--- config.mk ---
export PLATFORM = sky130hd
export DESIGN_NAME = sync_frame_deframer_with_sum_unit
export DESIGN_NICKNAME = d
export VERILOG_FILES = /design/src/rtl/sfd_pkg.sv /design/src/rtl/sfd_front.sv /design/src/rtl/sfd_queue.sv /design/src/rtl/sfd_back.sv /design/src/rtl/sync_frame_deframer_with_sum_unit.sv
export SDC_FILE = /design/constraint.sdc
export NUM_CORES = 1
export LEC_CHECK = 0
export BUFFER_PORTS_ARGS = -buffer_cell sky130_fd_sc_hd__buf_4
export CORE_UTILIZATION = 40
export CTS_BUF_LIST = sky130_fd_sc_hd__clkbuf_8
export DETAILED_ROUTE_END_ITERATION = 16
export GPL_TIMING_DRIVEN = 0
export PLACE_DENSITY = 0.57
export SYNTH_ARGS = -nofsm -noshare
export SYNTH_HDL_FRONTEND = slang
export SYNTH_SLANG_ARGS = --single-unit
--- constraint.sdc ---
create_clock -name clk -period 5.25 [get_ports clk]
set_input_delay 0.7875 -clock clk [delete_from_list [all_inputs] [get_ports clk]]
set_output_delay 0.7875 -clock clk [all_outputs]
set_load 0.05 [all_outputs]
--- src/rtl/sfd_pkg.sv ---
package sfd_pkg;

  localparam int PAYLOAD_WORDS = 13;

  localparam int BYTE_W      = 8;
  localparam int WORD_W      = 32;
  localparam int IDX_W       = 5;
  localparam int PHASE_W     = 8;
  localparam int CFG_INDEX_W = 2;
  localparam int WADDR_W     = (PAYLOAD_WORDS > 1) ? $clog2(PAYLOAD_WORDS) : 1;

  localparam logic [PHASE_W-1:0] PHASE_HUNT1  = PHASE_W'(1);
  localparam logic [PHASE_W-1:0] PHASE_STORE0 = PHASE_W'(2);
  localparam logic [PHASE_W-1:0] PHASE_CHECK  = PHASE_W'(2 + 4 * PAYLOAD_WORDS);

  localparam logic [IDX_W-1:0] LAST_WORD = IDX_W'(PAYLOAD_WORDS - 1);

  localparam logic [CFG_INDEX_W-1:0] REG_SYNC_A = CFG_INDEX_W'(0);
  localparam logic [CFG_INDEX_W-1:0] REG_SYNC_B = CFG_INDEX_W'(1);

  localparam logic [BYTE_W-1:0] SYNC_A_RESET = 8'hAA;
  localparam logic [BYTE_W-1:0] SYNC_B_RESET = 8'h55;

  // Payload word write from the front into the back's store.
  typedef struct packed {
    logic               we;
    logic [WADDR_W-1:0] addr;
    logic [WORD_W-1:0]  data;
  } wr_t;

  // Frame verdict carried through the queue.
  typedef struct packed {
    logic sum_ok;
  } cmd_t;

  // Queue status as seen by the front.
  typedef struct packed {
    logic full;
    logic empty;
  } q_stat_t;

endpackage

--- src/rtl/sfd_front.sv ---
module sfd_front (
  input  logic                                clk,
  input  logic                                rst,
  input  logic                                cfg_we,
  input  logic [sfd_pkg::CFG_INDEX_W-1:0]     cfg_index,
  input  logic [sfd_pkg::BYTE_W-1:0]          cfg_data,
  input  logic                                in_valid,
  output logic                                in_ready,
  input  logic [sfd_pkg::BYTE_W-1:0]          in_byte,
  input  sfd_pkg::q_stat_t                    q_stat,
  input  logic                                back_idle,
  output logic                                push,
  output sfd_pkg::cmd_t                       push_cmd,
  output sfd_pkg::wr_t                        wr
);

  logic [sfd_pkg::BYTE_W-1:0]  sync_a;
  logic [sfd_pkg::BYTE_W-1:0]  sync_b;
  logic [sfd_pkg::PHASE_W-1:0] phase;
  logic [sfd_pkg::PHASE_W-1:0] phase_next;
  logic [sfd_pkg::BYTE_W-1:0]  sum;
  logic [sfd_pkg::BYTE_W-1:0]  sum_next;
  logic [23:0]                 lo;
  logic [sfd_pkg::PHASE_W-1:0] offs;
  logic                        fire;
  logic                        hunting;
  logic                        storing;
  logic                        checking;
  logic                        is_sync;

  assign hunting  = (phase < sfd_pkg::PHASE_STORE0);
  assign storing  = !hunting && (phase < sfd_pkg::PHASE_CHECK);
  assign checking = (phase == sfd_pkg::PHASE_CHECK);
  assign is_sync  = (in_byte == sync_a) || (in_byte == sync_b);
  assign offs     = phase - sfd_pkg::PHASE_STORE0;

  // Hold payload bytes while the back still owes words of the last frame.
  always_comb begin
    if (storing) begin
      in_ready = back_idle && q_stat.empty;
    end else if (checking) begin
      in_ready = !q_stat.full;
    end else begin
      in_ready = 1'b1;
    end
  end

  assign fire = in_valid && in_ready;

  always_comb begin
    phase_next = phase;
    sum_next   = sum;
    if (hunting) begin
      if (is_sync) begin
        phase_next = phase + sfd_pkg::PHASE_W'(1);
        if (phase == sfd_pkg::PHASE_HUNT1) begin
          sum_next = '0;
        end
      end
    end else if (storing) begin
      phase_next = phase + sfd_pkg::PHASE_W'(1);
      sum_next   = sum + in_byte;
    end else begin
      phase_next = '0;
      sum_next   = '0;
    end
  end

  assign push            = fire && checking;
  assign push_cmd.sum_ok = (in_byte == sum);

  assign wr.we   = fire && storing && (offs[1:0] == 2'd3);
  assign wr.addr = offs[sfd_pkg::WADDR_W+1:2];
  assign wr.data = {in_byte, lo};

  always_ff @(posedge clk) begin
    if (rst) begin
      sync_a <= sfd_pkg::SYNC_A_RESET;
      sync_b <= sfd_pkg::SYNC_B_RESET;
    end else if (cfg_we) begin
      case (cfg_index)
        sfd_pkg::REG_SYNC_A: sync_a <= cfg_data;
        sfd_pkg::REG_SYNC_B: sync_b <= cfg_data;
        default: ;
      endcase
    end
  end

  always_ff @(posedge clk) begin
    if (rst) begin
      phase <= '0;
      sum   <= '0;
    end else if (fire) begin
      phase <= phase_next;
      sum   <= sum_next;
    end
  end

  // Assemble little-endian: newest byte enters at the top.
  always_ff @(posedge clk) begin
    if (fire && storing) begin
      lo <= {in_byte, lo[23:8]};
    end
  end

endmodule

--- src/rtl/sfd_queue.sv ---
module sfd_queue (
  input  logic             clk,
  input  logic             rst,
  input  logic             push,
  input  sfd_pkg::cmd_t    push_cmd,
  input  logic             pop,
  output sfd_pkg::cmd_t    head,
  output sfd_pkg::q_stat_t stat
);

  sfd_pkg::cmd_t slot [2];
  logic          rd_ptr;
  logic          wr_ptr;
  logic [1:0]    count;

  assign stat.empty = (count == 2'd0);
  assign stat.full  = (count == 2'd2);
  assign head       = slot[rd_ptr];

  always_ff @(posedge clk) begin
    if (push && !stat.full) begin
      slot[wr_ptr] <= push_cmd;
    end
  end

  always_ff @(posedge clk) begin
    if (rst) begin
      rd_ptr <= 1'b0;
      wr_ptr <= 1'b0;
      count  <= 2'd0;
    end else begin
      if (push && !stat.full) begin
        wr_ptr <= !wr_ptr;
      end
      if (pop && !stat.empty) begin
        rd_ptr <= !rd_ptr;
      end
      case ({push && !stat.full, pop && !stat.empty})
        2'b10:   count <= count + 2'd1;
        2'b01:   count <= count - 2'd1;
        default: count <= count;
      endcase
    end
  end

endmodule

--- src/rtl/sfd_back.sv ---
module sfd_back (
  input  logic                          clk,
  input  logic                          rst,
  input  sfd_pkg::wr_t                  wr,
  input  sfd_pkg::cmd_t                 head,
  input  logic                          q_empty,
  output logic                          pop,
  output logic                          idle,
  output logic                          out_valid,
  input  logic                          out_ready,
  output logic [sfd_pkg::IDX_W-1:0]     word_index,
  output logic [sfd_pkg::WORD_W-1:0]    word_value,
  output logic                          sum_error,
  output logic                          last_of_frame
);

  localparam logic [1:0] ST_IDLE = 2'd0;
  localparam logic [1:0] ST_RD   = 2'd1;
  localparam logic [1:0] ST_OUT  = 2'd2;

  logic [sfd_pkg::WORD_W-1:0] store [sfd_pkg::PAYLOAD_WORDS];
  logic [sfd_pkg::WORD_W-1:0] rd_data;
  logic [1:0]                 state;
  logic [sfd_pkg::IDX_W-1:0]  w;
  logic                       err;
  logic                       at_last;

  assign idle      = (state == ST_IDLE);
  assign pop       = idle && !q_empty;
  assign out_valid = (state == ST_OUT);
  assign at_last   = (w == sfd_pkg::LAST_WORD);

  assign word_index    = err ? '0 : w;
  assign word_value    = err ? '0 : rd_data;
  assign sum_error     = err;
  assign last_of_frame = err || at_last;

  always_ff @(posedge clk) begin
    if (wr.we) begin
      store[wr.addr] <= wr.data;
    end
  end

  always_ff @(posedge clk) begin
    rd_data <= store[w[sfd_pkg::WADDR_W-1:0]];
  end

  always_ff @(posedge clk) begin
    if (rst) begin
      state <= ST_IDLE;
      w     <= '0;
      err   <= 1'b0;
    end else begin
      case (state)
        ST_IDLE: begin
          if (!q_empty) begin
            w     <= '0;
            err   <= !head.sum_ok;
            state <= head.sum_ok ? ST_RD : ST_OUT;
          end
        end
        ST_RD: begin
          state <= ST_OUT;
        end
        ST_OUT: begin
          if (out_ready) begin
            if (err || at_last) begin
              state <= ST_IDLE;
            end else begin
              w     <= w + sfd_pkg::IDX_W'(1);
              state <= ST_RD;
            end
          end
        end
        default: state <= ST_IDLE;
      endcase
    end
  end

endmodule

--- src/rtl/sync_frame_deframer_with_sum_unit.sv ---
// Sync-framed byte deframer with an additive checksum. Bytes enter on the
// slave stream one per request. The front hunts for two header bytes (either
// sync register matches at either position; other bytes are dropped), then
// stores 4*PAYLOAD_WORDS payload bytes as little-endian words and keeps their
// sum modulo 256. The next byte is compared with that sum and the verdict goes
// through a two-entry queue to the back. On a match the back emits
// PAYLOAD_WORDS words, index 0 first, tlast on the final one; on a mismatch it
// emits a single result with tuser set, index 0, value 0 and tlast set.
// The back takes each verdict from the queue; each emitted word then needs
// a store read, then presentation, held while tready is low. An error
// result is presented without a store read. The front keeps taking header
// bytes during the drain but holds payload bytes of the next frame until the
// back is done reading the word store, which is the one memory shared by
// both sides. Configuration writes take effect on the next cycle; index 0 is
// sync_value_a, index 1 is sync_value_b, others are ignored.
module sync_frame_deframer_with_sum_unit (
  input  logic                              clk,
  input  logic                              rst,
  input  logic                              cfg_we,
  input  logic [sfd_pkg::CFG_INDEX_W-1:0]   cfg_index,
  input  logic [sfd_pkg::BYTE_W-1:0]        cfg_data,
  input  logic                              s_axis_tvalid,
  output logic                              s_axis_tready,
  input  logic [7:0]                        s_axis_tdata,  // [7:0] rx_byte
  output logic                              m_axis_tvalid,
  input  logic                              m_axis_tready,
  output logic [39:0]                       m_axis_tdata,  // [4:0] word_index,
                                                           // [36:5] word_value, [39:37] zero
  output logic                              m_axis_tuser,  // [0] sum_error
  output logic                              m_axis_tlast   // last_of_frame
);

  sfd_pkg::q_stat_t           q_stat;
  sfd_pkg::cmd_t              push_cmd;
  sfd_pkg::cmd_t              head;
  sfd_pkg::wr_t               wr;
  logic                       push;
  logic                       pop;
  logic                       back_idle;
  logic [sfd_pkg::IDX_W-1:0]  word_index;
  logic [sfd_pkg::WORD_W-1:0] word_value;

  // Hunt, store and check each received byte.
  sfd_front u_front (
    .clk       (clk),
    .rst       (rst),
    .cfg_we    (cfg_we),
    .cfg_index (cfg_index),
    .cfg_data  (cfg_data),
    .in_valid  (s_axis_tvalid),
    .in_ready  (s_axis_tready),
    .in_byte   (s_axis_tdata),
    .q_stat    (q_stat),
    .back_idle (back_idle),
    .push      (push),
    .push_cmd  (push_cmd),
    .wr        (wr)
  );

  // Frame verdicts wait here for the back; payload bytes still wait for an idle back and empty queue.
  sfd_queue u_queue (
    .clk      (clk),
    .rst      (rst),
    .push     (push),
    .push_cmd (push_cmd),
    .pop      (pop),
    .head     (head),
    .stat     (q_stat)
  );

  // Read the word store and present results.
  sfd_back u_back (
    .clk           (clk),
    .rst           (rst),
    .wr            (wr),
    .head          (head),
    .q_empty       (q_stat.empty),
    .pop           (pop),
    .idle          (back_idle),
    .out_valid     (m_axis_tvalid),
    .out_ready     (m_axis_tready),
    .word_index    (word_index),
    .word_value    (word_value),
    .sum_error     (m_axis_tuser),
    .last_of_frame (m_axis_tlast)
  );

  assign m_axis_tdata = {3'b000, word_value, word_index};

endmodule
# Word-level counts from Yosys, hierarchy flattened
# Memory sizes are Yosys's and may differ from the RTL's. A register that Yosys moved wholly into a read port is not among the register bits.
# Index checks and enable logic that the tools add are counted.
# Widths: inputs -> output; s select.
[classes]
n_bitwise = 1
n_mux = 27
n_lt_le_gt_ge = 2
n_reduce_logical = 29
eq_ne = 18
add_sub_neg = 6
[ops]
columns = ["operator", "n"]
rows = [
  ["$mux 8", 7],
  ["$mux 32", 1],
  ["$eq 8x8->1", 3],
  ["$mux 5", 4],
  ["$pmux 5 s2", 1],
  ["$reduce_and 2->1", 5],
  ["$logic_and 1x1->1", 9],
  ["$mux 1", 9],
  ["$add 8x1->8 const B", 1],
  ["$add 8x8->8", 1],
  ["$eq 2x2->1 const B", 4],
  ["$eq 8x1->1 const B", 1],
  ["$eq 8x6->1 const B", 1],
  ["$lt 8x2->1 const B", 1],
  ["$lt 8x6->1 const B", 1],
  ["$ne 2x2->1 const B", 4],
  ["$eq 2x1->1 const B", 3],
  ["$logic_not 1->1", 6],
  ["$logic_not 2->1", 3],
  ["$mux 2", 3],
  ["$pmux 2 s3", 1],
  ["$sub 6x2->6 const B", 1],
  ["$add 5x1->5 const B", 1],
  ["$eq 5x4->1 const B", 1],
  ["other kinds (9)", 11],
]
[word_totals]
ram_bits = 418
inputBits = 23
regBits = 68
wordCells = 96
mem_count = 2
output_inout_bits = 44
[mem_list]
columns = ["name", "words", "word_bits", "rd", "rd_clocked_by_memory_dff", "write_ports", "line_no", "rtl"]
rows = [
  ["u_back.store", 13, 32, 1, 1, 1, "sfd_back.sv:21", "logic [sfd_pkg::WORD_W-1:0] store [sfd_pkg::PAYLOAD_WORDS];"],
  ["u_queue.slot", 2, 1, 1, 1, 1, "sfd_queue.sv:11", "sfd_pkg::cmd_t slot [2];"],
]

# Longest topological paths before layout
[depth]
depth_word = 9
depth_mapped = 11
depth_no_buf = 8

# Cells and area by module
# From an unflattened synthesis, not the netlist that was laid out.
[unflattened]
hier_cells = 1096
area_unflattened_um2 = 20400.8
[modules_own_cells]
columns = ["mod", "area_per_inst_um2", "n_inst", "seq_area_each_um2", "cells_each"]
rows = [
  ["sfd_back", 17234.0, 1, 13292.7, 798],
  ["sfd_front", 2845.2, 1, 1361.3, 265],
  ["sfd_queue", 295.3, 1, 160.2, 29],
  ["sync_frame_deframer_with_sum_unit", 26.3, 1, 0.0, 4],
]

# Worst setup path after synthesis
# OpenSTA, ideal clock, no wires.
[synth_path]
path_kind = "register to register"
from = "register u_queue.count[1]"
to = "memory u_back.store[12][0] (netlist bit) (enable)"
setup_ns = 0.432
period_less_slack_ns = 5.302
path_buffers = 0
slack_ns = -0.052
stages_incl_launch_ff = 6
arrival_ns = 4.870
required_time_ns = 4.818
cell_sequence = "dfxtp_1 -> nor4_1 -> nand2_1 -> nor3_1 -> nand4_1 -> a21oi_1"
[synth_via]
elab_chain_len = 9
elab_cells_between_ends = 11
classes_between = "1 x eq/ne; 4 x mux; 6 x reduce/logical"
[synth_rtl]
columns = ["item", "line_no", "rtl"]
rows = [
  ["start, declared", "sfd_queue.sv:14", "logic [1:0] count;"],
  ["start signal, assigned", "sfd_queue.sv:39", "2'b10: count <= count + 2'd1;"],
  ["start signal, assigned", "sfd_queue.sv:40", "2'b01: count <= count - 2'd1;"],
  ["start signal, assigned", "sfd_queue.sv:41", "default: count <= count;"],
  ["$eq 2x2->1", "sfd_queue.sv:17", "assign stat.full = (count == 2'd2);"],
  ["$logic_not 1->1", "sfd_front.sv:42", "in_ready = !q_stat.full;"],
  ["$mux 1", "sfd_front.sv:41", "end else if (checking) begin"],
  ["$mux 1 *", "sfd_front.sv:39", "if (storing) begin"],
  ["$logic_and 1x1->1 *", "sfd_front.sv:48", "assign fire = in_valid && in_ready;"],
  ["$logic_and 1x1->1 * (2 in a row)", "sfd_front.sv:72", "assign wr.we = fire && storing && (offs[1:0] == 2'd3);"],
  ["$mux 1 *", "sfd_back.sv:39", "if (wr.we) begin"],
  ["$mux 1 (implied by the code) *", "sfd_back.sv:40", "store[wr.addr] <= wr.data;"],
  ["end, declared", "sfd_back.sv:21", ""],
]
# Every way passes the cells marked *; elsewhere a longest branch is shown, timed or not.

# Worst setup path in the final report
[layout_path]
from = "register u_back.w[3] (netlist bit)"
to = "output m_axis_tdata[3]"
[layout_via]
elab_chain_len = 1
[layout_rtl]
columns = ["item", "line_no", "rtl"]
rows = [
  ["start, declared", "sfd_back.sv:24", "logic [sfd_pkg::IDX_W-1:0] w;"],
  ["start signal, assigned", "sfd_back.sv:70", "w <= w + sfd_pkg::IDX_W'(1);"],
  ["$mux 5", "sfd_back.sv:33", "assign word_index = err ? '0 : w;"],
  ["end, declared", "sync_frame_deframer_with_sum_unit.sv:27", "output logic [39:0] m_axis_tdata,"],
]
# No other way between the ends.

==> tab_implementation.tex <==
\begin{tabular}{lr}
\hline
Metric & Value \\
\hline
\multicolumn{2}{l}{\textbf{Status}} \\
\quad Outcome & completed \\
\multicolumn{2}{l}{\textbf{Timing}} \\
\quad Setup clock skew after layout & 46.92 ps \\
\quad Setup violation total in the final timing report & 0 \\
\quad Max Fclk & 0.2312 GHz \\
\quad Final hold violations & 0 \\
\quad Slew margin rel. & 30.59\% \\
\quad Number of pins exceeding their max-slew limit in the final report & 0 \\
\quad Unrepaired setup endpoints after global routing & no \\
\quad Final Critical Period & 4326 ps \\
\quad Slew of the pin with the lowest slew margin & 1041 ps \\
\quad Hold WS & 344.7 ps \\
\quad Fraction of the cycle the final worst path needs & 82.40\% \\
\multicolumn{2}{l}{\textbf{Synthesis}} \\
\quad Adder-cell share of the synthesized area & 0.9720\% \\
\quad Count of different cell masters after synthesis & 53 \\
\quad Post-synthesis cell type with the largest combined area & sky130\_fd\_sc\_hd\_\_edfxtp\_1 \\
\quad Async set-reset flop share out of synthesis & 0\% \\
\quad Main combinational cell family by area after synthesis & multiplexers \\
\quad Post-synthesis compound-gate area fraction & 3.757\% \\
\quad Mean area per synthesized cell & 18.36 µm² \\
\quad Area share of the largest cell type after synthesis & 66.10\% \\
\quad Number of enable flip-flop cells after synthesis & 442 \\
\quad Synth Cell Area & 20080 µm² \\
\quad Cells taking the most area after synthesis & sky130\_fd\_sc\_hd\_\_edfxtp\_1 (66\%), sky130\_fd\_sc\_hd\_\_mux4\_2 (11\%), sky130\_fd\_sc\_hd\_\_dfxtp\_1 (7.7\%) \\
\quad Top FF cell, synth & sky130\_fd\_sc\_hd\_\_edfxtp\_1 \\
\quad Multiplexer share of the synthesized area & 13.37\% \\
\quad Synthesized-area fraction occupied by xor and xnor cells & 1.439\% \\
\quad Post-synthesis cell count & 1094 \\
\quad Share of synthesized area occupied by flip-flops and latches & 73.77\% \\
\quad Number of warnings printed during yosys synthesis & 0 \\
\quad Flops \& latches, synth & 519 \\
\quad Area fraction in and, or, nand and nor cells after synthesis & 5.165\% \\
\multicolumn{2}{l}{\textbf{Finish}} \\
\quad Number of nets in the final layout & 1298 \\
\quad Most common cell after layout, fill and taps aside & sky130\_fd\_sc\_hd\_\_edfxtp\_1 \\
\quad Diodes inserted & 0 \\
\quad Signed area change from the synthesized netlist to the final layout & 16.26\% \\
\quad Non-filler cells in the finished layout & 1992 \\
\quad Fraction of final layout cells sized beyond drive strength 1 & 23.80\% \\
\quad Highest-count cells in the layout ignoring fill and taps & sky130\_fd\_sc\_hd\_\_edfxtp\_1 (442), sky130\_fd\_sc\_hd\_\_mux4\_2 (96), sky130\_fd\_sc\_hd\_\_clkbuf\_8 (90) \\
\multicolumn{2}{l}{\textbf{Worst setup path}} \\
\quad Destination of the critical timing path & m\_axis\_tdata[3] \\
\quad Start-to-end type of the worst setup path & flip-flop to primary output \\
\quad Cell occurring most often along the worst timing path & sky130\_fd\_sc\_hd\_\_clkbuf\_1 \\
\quad Largest fanout of any net on the critical path & 10 \\
\quad CP Cell Sequence & clkbuf\_1 -> clkbuf\_1 -> buf\_1 -> nor2b\_1 -> buf\_4 \\
\quad Crit. Startpoint & u\_back.w[3] \\
\quad Number of cell instances on the worst register-to-register path & 6 \\
\quad Category of the worst setup path launch point & flip-flop \\
\quad Required time reported for the critical path endpoint & 4460 ps \\
\quad Slowest cell delay on critical path & 790 ps \\
\quad Arrival @ worst endpoint & 3540 ps \\
\quad Worst flop-to-flop path startpoint & u\_back.state[1] \\
\quad Critical Path Sink Type & primary output \\
\quad Internal reg-to-reg setup slack & 1610 ps \\
\quad Slowest library cell on the worst path & sky130\_fd\_sc\_hd\_\_buf\_1 \\
\quad Capturing point of the worst reg2reg path & u\_back.store[12][15] \\
\multicolumn{2}{l}{\textbf{Floorplan}} \\
\quad Number of placed I/O pins & 67 \\
\quad Initial Utilization & 40.77\% \\
\quad Placeable core region & 49250 µm² \\
\quad Die extent in y & 226.1 µm \\
\quad Die outline area & 51100 µm² \\
\quad Chip Width & 226.1 µm \\
\quad Row Count & 81 \\
\multicolumn{2}{l}{\textbf{Power and ir drop}} \\
\quad Maximum ir drop on the vdd rail & 183.4 µV \\
\quad Leakage power total & 7.515 nW \\
\quad Power density cells & 330.5 nW/µm² \\
\multicolumn{2}{l}{\textbf{Clocking}} \\
\quad Clock transition at the register clock pins on the worst setup and hold paths after CTS & 60 ps \\
\quad H-tree levels & 3 \\
\quad Setup fix buffers added after clock tree synthesis & 0 \\
\quad Resized cells post-CTS & 0 \\
\quad CTS buffer count & 85 \\
\quad Cell at the root of the clock tree & sky130\_fd\_sc\_hd\_\_clkbuf\_8 \\
\quad CTS tree & built \\
\quad \# hold bufs at CTS & 0 \\
\quad Number of buffers on the longest clock path & 3 \\
\quad Insertion delay to the later sink of the worst-skew pair & 670 ps \\
\quad Sink Count & 519 \\
\multicolumn{2}{l}{\textbf{Routing}} \\
\quad Detailed Routing Iterations Pass 1 & 5 \\
\quad Residual DRC & 0 \\
\quad Routed vias/inst & 5.202 \\
\quad Number of nets still failing antenna checks after routing & 0 \\
\quad Detailed-route wire length per cell & 22.11 µm \\
\quad Violation count after the first detailed-route iteration & 866 \\
\quad Detailed Route WL & 44050 µm \\
\quad Vias after detailed routing & 10.36k \\
\multicolumn{2}{l}{\textbf{Global route}} \\
\quad Aggregate global routing overflow & 0 \\
\quad Pin count of the biggest net entering global routing & 23 \\
\quad Wire length of the first global-routing pass & 66610 µm \\
\quad Combined global-route utilization of all metal layers & 18.00\% \\
\quad Antenna violations before repair & 0 \\
\quad Via count of the first global-routing pass & 10.91k \\
\multicolumn{2}{l}{\textbf{Hold path}} \\
\quad Worst Hold Class & primary input to flip-flop \\
\multicolumn{2}{l}{\textbf{Place}} \\
\quad Placed Cells incl. Taps & 1837 \\
\quad Weighted congestion at the end of routability-driven global placement & 0.7714 \\
\quad Count of input and output buffers & 63 \\
\quad DP HPWL & 27700 µm \\
\multicolumn{2}{l}{\textbf{Job}} \\
\quad Number of max-cap violations & 0 \\
\hline
\end{tabular}
==> layer usage <==
| layer | up-vias | wire length (µm) | GRT usage [%] | share of wire [%] |
|---|---|---|---|---|
| met5 | - | 0 | 0 | 0 |
| met4 | 0 | 877 | 5.122 | 2.0 |
| met3 | 72 | 2292 | 4.124 | 5.2 |
| met2 | 252 | 21280 | 29.38 | 48 |
| met1 | 5363 | 19600 | 24.13 | 44 |
| li1 | 4675 | - | - | - |
==> area by class of cell <==
type	count	area (µm²)
clock buffers	90	1239
fillers	4276	25910
well taps	664	830.8
flip-flops and latches	519	14810
plain buffers	60	254.0
clock inverters	65	307.8
multi-input cells	504	5090
repair buffers	77	760.7
inverters	13	48.80
==> state kept, by name (all words and copies together) (netlist names), named ones only <==
signal / cells
u_front.sum: 8
u_queue.rd_ptr: 1
u_back.sum_error: 1
u_queue.count: 2
u_queue.slot: 2
u_front.sync_b: 8
u_back.rd_data: 32
u_front.sync_a: 8
u_front.lo: 24
u_back.store: 416
u_back.w: 5
u_front.phase: 8
u_back.state: 2
u_queue.wr_ptr: 1
==> cell usage after synthesis, drive strengths merged, types with 8 or more instances <==
master	count
mux2i	51
nor2	46
and2	35
inv	13
dfxtp	77
ha	14
buf	18
clkbuf	42
nor3	11
xnor2	27
nand2	23
nand4	8
a211oi	33
mux4	96
nor2b	37
a21oi	50
edfxtp	442
==> worst max-delay path: cells and delay by family (launching register included) <==
kind | cells | cell delay [ps]
buf+inv | 4 | 2300
flops | 1 | 300
simple gates | 1 | 290
==> power by group <==
group          internal (mW)  switching [mW]  total, mW
Clock                   1.61            1.60       3.20
Sequential              4.43         0.00298       4.43
Combinational         0.0308          0.0516     0.0824
==> cells by family (layout without fill, tap and decap cells) <==
| kind of cell | count (synthesis) | after routing |
|---|---|---|
| xor gates and xnor gates | 33 | 33 |
| adders and majority gates | 15 | 15 |
| AOI/OAI and AO/OA | 113 | 113 |
| DFF | 519 | 519 |
| and+or+nand+nor | 192 | 192 |
| muxes | 148 | 148 |
| buffers and inverters | 73 | 305 |
| other | 1 | 3 |
==> through the flow <==
| step | utilization [%] | area (µm²) | power [mW] | setup TNS [ps] | setup slack, ps |
|---|---|---|---|---|---|
| final | 47.40 | 23340 | 7.715 | 0 | 924.0 |
| after global routing | 47.40 | 23340 | 7.975 | 0 | 763.8 |
| after CTS | 47.40 | 23340 | 7.808 | 0 | 923.2 |
| after detailed placement | 44.26 | 21800 | 4.599 | 0 | 1534 |
| after global placement | 43.44 | 21400 | 4.598 | -578230 | -2012 |
| after floorplan | - | 20090 | 4.556 | 0 | 833.4 |
==> how the worst min path moves through the flow <==
stage	from	to	slack, ps	cells past startpoint
floorplan	u_front.phase[7]	u_front.phase[7]	420	1
global placement	u_front.phase[6]	u_front.phase[6]	440	1
detailed placement	u_front.phase[7]	u_front.phase[7]	440	1
CTS	cfg_data[6]	u_front.sync_b[6]	290	3
global route	cfg_data[6]	u_front.sync_b[6]	290	3
finish	cfg_data[6]	u_front.sync_b[6]	340	3
Note: power is estimated with default switching activity, not from simulation.
